[src/sv/sme_pkg.sv]
// types and constants of the stack machine execute unit
`default_nettype none
package sme_pkg;

	typedef enum logic [4:0] {
		OP_LOAD  = 5'd0,
		OP_IMM   = 5'd1,
		OP_STORE = 5'd2,
		OP_POP   = 5'd3,
		OP_ADD   = 5'd4,
		OP_SUB   = 5'd5,
		OP_MUL   = 5'd6,
		OP_DIV   = 5'd7,
		OP_JMP   = 5'd8,
		OP_JZ    = 5'd9,
		OP_EQ    = 5'd10,
		OP_NE    = 5'd11,
		OP_GT    = 5'd12,
		OP_LT    = 5'd13,
		OP_GE    = 5'd14,
		OP_LE    = 5'd15,
		OP_AND   = 5'd16,
		OP_OR    = 5'd17,
		OP_NOT   = 5'd18,
		OP_IN    = 5'd19,
		OP_OUT   = 5'd20,
		OP_LABEL = 5'd21
	} op_t;

	localparam logic [2:0] ST_OK    = 3'd0;
	localparam logic [2:0] ST_UNDER = 3'd1;
	localparam logic [2:0] ST_OVER  = 3'd2;
	localparam logic [2:0] ST_DIV0  = 3'd3;
	localparam logic [2:0] ST_ADDR  = 3'd4;

	typedef struct packed {
		logic [4:0]         req_type;
		logic signed [31:0] operand;
		logic signed [31:0] in_value;
		logic [11:0]        label_address;
	} req_t;

	typedef struct packed {
		logic [11:0]        next_pc;
		logic               out_valid;
		logic signed [31:0] out_value;
		logic [2:0]         status;
	} rsp_t;

	typedef enum logic [1:0] {
		S_CLEAR,
		S_IDLE,
		S_EXEC,
		S_DIV
	} state_t;

	typedef struct packed {
		logic accept;
		logic commit;
		logic clear;
		logic div_start;
	} cmd_t;

	typedef struct packed {
		logic clear_done;
		logic need_div;
		logic div_have;
		logic div_done;
		logic slot_free;
	} sts_t;

endpackage
`default_nettype wire

[src/sv/sme_ctrl.sv]
// controller state machine: clearing pass, accept, execute, divide wait
`default_nettype none
module sme_ctrl (
	input  wire logic          clk,
	input  wire logic          arst_n,
	input  wire logic          req_valid,
	output logic               req_ready,
	input  wire sme_pkg::sts_t sts,
	output sme_pkg::cmd_t      cmd
);
	import sme_pkg::*;

	state_t state_q;
	state_t state_nxt;

	always_ff @(posedge clk or negedge arst_n) begin
		if (!arst_n) begin
			state_q <= S_CLEAR;
		end else begin
			state_q <= state_nxt;
		end
	end

	always_comb begin
		state_nxt = state_q;
		cmd       = '0;
		req_ready = 1'b0;
		unique case (state_q)
			S_CLEAR: begin
				cmd.clear = 1'b1;
				if (sts.clear_done) begin
					state_nxt = S_IDLE;
				end
			end
			S_IDLE: begin
				req_ready  = 1'b1;
				cmd.accept = req_valid;
				if (req_valid) begin
					state_nxt = S_EXEC;
				end
			end
			S_EXEC: begin
				if (sts.need_div && !sts.div_have) begin
					cmd.div_start = 1'b1;
					state_nxt     = S_DIV;
				end else if (sts.slot_free) begin
					cmd.commit = 1'b1;
					state_nxt  = S_IDLE;
				end
			end
			S_DIV: begin
				if (sts.div_done) begin
					state_nxt = S_EXEC;
				end
			end
			default: begin
				state_nxt = S_CLEAR;
			end
		endcase
	end
endmodule
`default_nettype wire

[config.mk]
export PLATFORM = sky130hd
export DESIGN_NAME = sme_ctrl
export DESIGN_NICKNAME = d
export VERILOG_FILES = /design/src/sv/sme_pkg.sv /design/src/sv/sme_ctrl.sv
export SDC_FILE = /design/constraint.sdc
export NUM_CORES = 1
export LEC_CHECK = 0
export BUFFER_PORTS_ARGS = -buffer_cell sky130_fd_sc_hd__buf_2
export CORE_AREA = 3 3 40 42
export DETAILED_ROUTE_END_ITERATION = 10
export DIE_AREA = 0 0 43 45
export SKIP_CTS_REPAIR_TIMING = 1
export SLEW_MARGIN = 20
export SYNTH_ARGS = -nofsm -noshare
export SYNTH_HDL_FRONTEND = slang
export SYNTH_SLANG_ARGS = --single-unit
[constraint.sdc]
create_clock -name clk -period 1.4 [get_ports clk]
set_input_delay 0.07 -clock clk [delete_from_list [all_inputs] [get_ports clk]]
set_output_delay 0.07 -clock clk [all_outputs]
set_load 0.01 [all_outputs]
==> results of run 1 <==
==> placed cells by master (no fill, tap or decap) <==
master	Yosys	layout
clkbuf_4	0	3
o21ai_2	1	1
inv_1	2	2
a21oi_1	1	1
nor2_1	5	5
mux2_2	1	1
and2_1	1	1
a31oi_1	1	1
a311o_1	1	1
buf_2	0	12
dlygate4sd3_1	0	1
dfrtp_1	2	2
nand2_1	2	2
nand2b_1	1	1
==> final timing paths <==
path | startpoint | endpoint | cells past startpoint
max | state_q[0] | cmd[3] | 4
min | sts[0] | state_q[1] | 2
max reg2reg | state_q[1] | state_q[0] | 2
min reg2reg | state_q[0] | state_q[0] | 2
max in group asynchronous | arst_n | state_q[0] | 2
min in group asynchronous | arst_n | state_q[1] | 2
==> cell families after synthesis <==
family | after synthesis
AOI/OAI and AO/OA | 4
buffers and inverters | 2
DFF | 2
muxes | 1
and+or+nand+nor | 9
==> cells in the mapped netlist <==
cell type  n
dfrtp_1    2
a21oi_1    1
a31oi_1    1
a311o_1    1
inv_1      2
mux2_2     1
nand2b_1   1
nor2_1     5
and2_1     1
nand2_1    2
o21ai_2    1
==> metal layers <==
layer | part of all wire (%) | GRT usage, % | vias to the layer above
met5 | 0 | 0 | -
met2 | 41 | 6.287 | 11
met1 | 39 | 5.542 | 72
met4 | 4.6 | 10.84 | 0
met3 | 15 | 3.586 | 2
li1 | - | - | 93
==> report_power, final <==
part | switching [uW] | internal (uW)
logic | 110 | 102
registers | 37.8 | 88.6
clock network | 35.8 | 94.8
total | 184 | 285
==> worst max-delay path, delay by kind of cell, from the launching register on <==
family / cells / cell delay, ps
DFF: 1 / 390
buffers and inverters: 2 / 270
and+or+nand+nor: 2 / 220
==> cell type report <==
cell class / instances / area (um^2)
Fill cell: 149 / 1036
Multi-Input combinational cell: 14 / 80.08
Timing Repair Buffer: 13 / 70.07
Sequential cell: 2 / 50.05
Clock buffer: 3 / 22.52
Tap cell: 15 / 18.77
Inverter: 2 / 7.507
==> per-stage QoR <==
step | worst slack (ps) | hold WS [ps] | power, uW | cell area [um^2] | utilization, %
detailed placement | 429.0 | -143.9 | 338.6 | 216.5 | 16.85
CTS | 219.4 | -392.0 | 480.7 | 239.0 | 18.60
floorplan | 476.3 | -225.6 | 263.4 | 137.6 | -
finish | 229.1 | 63.01 | 468.9 | 249.0 | 19.38
global route | 105.3 | 82.36 | 527.6 | 249.0 | 19.38
global placement | 454.4 | -141.5 | 337.9 | 216.5 | 16.85
==> results.ini, run 1 <==
[global_route]
grt_pass1_vias = 183
grt-ovfl-total = 0
grt_usage_pct = 5.912
grt_pass1_wl_um = 717
grt_max_degree = 8
antenna_found_initial = 0

[floorplan]
coreArea_um2 = 1285
start_util_pct = 10.71
die_h_um = 45
dieWidth_um = 43
io_pins = 13
dieArea_um2 = 1935
fp-row-count = 13

[logic_synthesis]
synth_xor_area_share_pct = 0
synth_top_family_by_area = simple AND/OR/NAND/NOR gates
ys_types = 11
synthAdderAreaFrac_pct = 0
synth-compound-area-share_pct = 21.82
ys.warnings.count = 0
synth_area_per_cell_um2 = 7.646
muxShareOfSynthArea_pct = 8.182
syn-num-nets = 26
netlist_top_cells_area = dfrtp_1, nor2_1, mux2_2
synth_area_leader_cell = dfrtp_1
ys_seq_area_share_pct = 36.36
syn-instance-count = 18
synth-simple-area-share_pct = 28.18
ys_ff_latch = 2
synth_top_area_share_pct = 36.36
synthesis.area_um2 = 137.6

[drt]
via_per_inst = 3.633
first_pass_iters = 3
drtIter0Drc = 3
drc = 0
wl_per_cell_um = 7.612
antenna_left = 0
dr_total_vias = 178
wirelength_um = 373

[critical_path]
cpPeakStageDelay_ps = 390
critPathMaxFanout = 4
worstPathArrival_ps = 1100
critical_path_class = reg -> out
cp-start-kind = flop
slowest_stage = dfrtp_1
ff2ff_setup_slack_ps = 430
crit_path_end_kind = primary output
crit_required_ps = 1330
worstPathCellList = inv_1 -> nor2_1 -> and2_1 -> buf_2

[power_and_ir_drop]
power_density_nw_per_um2 = 1883
peakVddDrop_mv = 0.2990
p_leak_uw = 0.0001358

[clocking]
htree_levels = 1
cts.reportedPaths.clkPinSlew_ps = 30
cts_buffer_depth = 2
clock_latency_ps = 230
cts_sinks = 2
cts_inserted_buffers = 3
cts_tree = yes
cts-root-buf = clkbuf_4

[place]
dpl.cell_count = 45
routabilityCongestion = 0.6809
io_buffers = 12

[hold_path]
min_path_type = in -> reg

[run]
cap_viol_max_count = 0

[layout]
final_nets = 44
fin_cells = 49
largest_register = state_q
antenna_cells = 0
synthToLayoutAreaGrowth_pct = 80.91
reg_top3 = state_q: 2 flops
drive_above_1_share_pct = 50.00
largest_reg_flops = 2

[sta]
clock_skew_ps = 1.260
drv_slew = 0
tns_ps = 0
min_period_ps = 1171
finalHoldViolCount = 0
setup_viol = 0
max_freq_ghz = 0.8540
worst_slew_pin_slew_ps = 195.3
rsz0062_at_grt = false
relSlewSlack_pct = 86.98
finalCritPeriodShare_pct = 83.64

[run_status]
status = finished, final reports clean

Power figures use the tool's default switching activity.
==> run 2: changes to the inputs <==
--- a/config.mk
+++ b/config.mk
@@ -5,6 +5,7 @@
 export SDC_FILE = /design/constraint.sdc
 export NUM_CORES = 1
 export LEC_CHECK = 0
+export ABC_AREA = 1
 export BUFFER_PORTS_ARGS = -buffer_cell sky130_fd_sc_hd__buf_2
 export CORE_AREA = 3 3 40 42
 export DETAILED_ROUTE_END_ITERATION = 10
==> constraint.sdc (replaced) <==
create_clock -name clk -period 1.15 [get_ports clk]
set_input_delay 0.0575 -clock clk [delete_from_list [all_inputs] [get_ports clk]]
set_output_delay 0.0575 -clock clk [all_outputs]
set_load 0.01 [all_outputs]
==> results.ini, run 2 <==
[run_status]
status = finished, final reports clean

[drt]
antenna_left = 0
first_pass_iters = 1
wirelength_um = 512
dr_total_vias = 248
drtIter0Drc = 0
wl_per_cell_um = 7.758
drc = 0
via_per_inst = 3.758

[layout]
layout_common_cells = buf_2, nand2_1, inv_1
largest_register = state_q
synthToLayoutAreaGrowth_pct = 73.43
largest_reg_flops = 2
postLayoutCellArea_um2 = 310.3
final_util_pct = 24.15
layout_commonest_cell = buf_2
drive_above_1_share_pct = 45.10
final_nets = 61
reg_top3 = state_q: 2 flops
nFillCells = 147
antenna_cells = 0

[global_route]
grt_max_degree = 6
antenna_found_initial = 0
grt_usage_pct = 6.328
grt_pass1_vias = 231
grt_pass1_wl_um = 869
grt-ovfl-total = 0

[floorplan]
fp-row-count = 13
dieArea_um2 = 1935
start_util_pct = 13.92
die_h_um = 45
coreArea_um2 = 1285
io_pins = 13
dieWidth_um = 43

[critical_path]
rr_startpoint = state_q[1]
crit_required_ps = 1090
regToRegEndpoint = state_q[0]
worstPathArrival_ps = 1040
worstPathCellList = buf_4 -> nor2_2 -> buf_2
crit_path_end_kind = primary output
ff2ff_setup_slack_ps = 80
critical_path_class = reg -> out
cpPeakStageDelay_ps = 430
cp-start-kind = flop
critPathMaxFanout = 5
r2r_cells = 7
slowest_stage = dfrtp_2

[clocking]
cts_sinks = 2
htree_levels = 1
cts_inserted_buffers = 3
clock_latency_ps = 220
cts_tree = yes
cts.reportedPaths.clkPinSlew_ps = 30
cts-root-buf = clkbuf_4
cts_buffer_depth = 2

[power_and_ir_drop]
p_leak_uw = 0.0001967
power_density_nw_per_um2 = 2307
peakVddDrop_mv = 0.6098
fin_total_pwr_uw = 715.9

[sta]
drv_slew = 0
finalHoldViolCount = 0
clock_skew_ps = 0.8843
worst_slew_pin_slew_ps = 179.0
rsz0062_at_grt = true
tns_ps = 0
max_freq_ghz = 0.9151
setup_viol = 0
finalCritPeriodShare_pct = 95.02
relSlewSlack_pct = 88.02
min_period_ps = 1093

[logic_synthesis]
synthesis.area_um2 = 178.9
ys.warnings.count = 0
syn-num-nets = 41
synth_edf_count = 0
ys_seq_area_share_pct = 27.97
synth_area_leader_cell = dfrtp_1
syn-instance-count = 33
synth_area_per_cell_um2 = 5.422
synth.top_cells.by_count = inv_1, nand2_1, nor2_1, nand3_1, dfrtp_1
synth-main-ff-cell = dfrtp_1
netlist_top_cells_area = dfrtp_1, inv_1, nand2_1
ys_types = 9
ys_async_sr_fraction_pct = 100.0
ys_ff_latch = 2
synth_top_area_share_pct = 27.97

[place]
routabilityCongestion = 0.7792
post_dp_cell_area_um2 = 257.7
dp_hpwl_um = 408.8
io_buffers = 12

[run]
cap_viol_max_count = 0

[hold_path]
min_path_type = in -> async

## run 2: cell count changes in the layout (fill, tap and decap cells not counted), moves of 2 or more
cell,previous run,this run
nand2_1,2,10
inv_1,2,8
nand3_1,0,3
buf_4,0,2
dfrtp_1,2,0
dfrtp_2,0,2
inv_2,0,2
nor2_1,5,3
nor2_2,0,2
## run 2: final cells by class
cell class              instances  area (um^2)  share of cell area [%]
multi-input cells              21        93.84                   30.24
repair buffers                 15        85.08                   27.42
clock buffers                   3        22.52                   7.258
inverters                      10        37.54                   12.10
well taps                      15        18.77                   6.048
flip-flops and latches          2        52.55                   16.94
## run 2: stage by stage
step | instances | hold WS (ps) | setup WS [ps]
4_1_cts | 63 | -395.5 | -25.43
3_3_place_gp | 60 | -155.9 | 93.88
3_5_place_dp | 60 | -155.4 | 112.3
5_1_grt | 66 | 158.0 | -14.09
6_report | 66 | 146.6 | 57.24
2_1_floorplan | 33 | -238.1 | 82.39
## run 2: where the power goes
part           switching, uW  internal (uW)  total, uW
Combinational            217            174        391
Clock                   39.5            115        155
Sequential              57.1            113        170
## run 2: worst max-delay path by stage
stage	startpoint	slack [ps]	endpoint	cells past startpoint
2_1_floorplan	state_q[0]	80	state_q[0]	6
3_3_place_gp	state_q[0]	90	state_q[0]	6
3_5_place_dp	state_q[0]	110	state_q[0]	6
4_1_cts	state_q[1]	-30	cmd[2]	5
5_1_grt	state_q[1]	-10	cmd[2]	5
6_report	state_q[1]	60	req_ready	3
## run 2: logic make-up (layout without fill, tap and decap cells)
| kind of cell | after synthesis | in the layout | share of synthesized area (%) |
|---|---|---|---|
| buf+inv | 10 | 28 | 20.98 |
| flops | 2 | 2 | 27.97 |
| compound gates | 1 | 1 | 3.499 |
| simple gates | 20 | 20 | 47.55 |
## run 2: worst max-delay path, delay by kind of cell (launching register included)
kind          cells  cell delay (ps)
flops             1              430
buf+inv           2              280
simple gates      1              100
## run 2: metal layers
layer  track usage, %  wire length (um)  part of all wire (%)  vias up
met2            7.784               206                    40       10
met1            6.506               243                    47      104
li1                 -                 -                     -      134
met3            6.773                61                    12        0
met5                0                 0                     0        -
met4            3.614                 0                     0        0
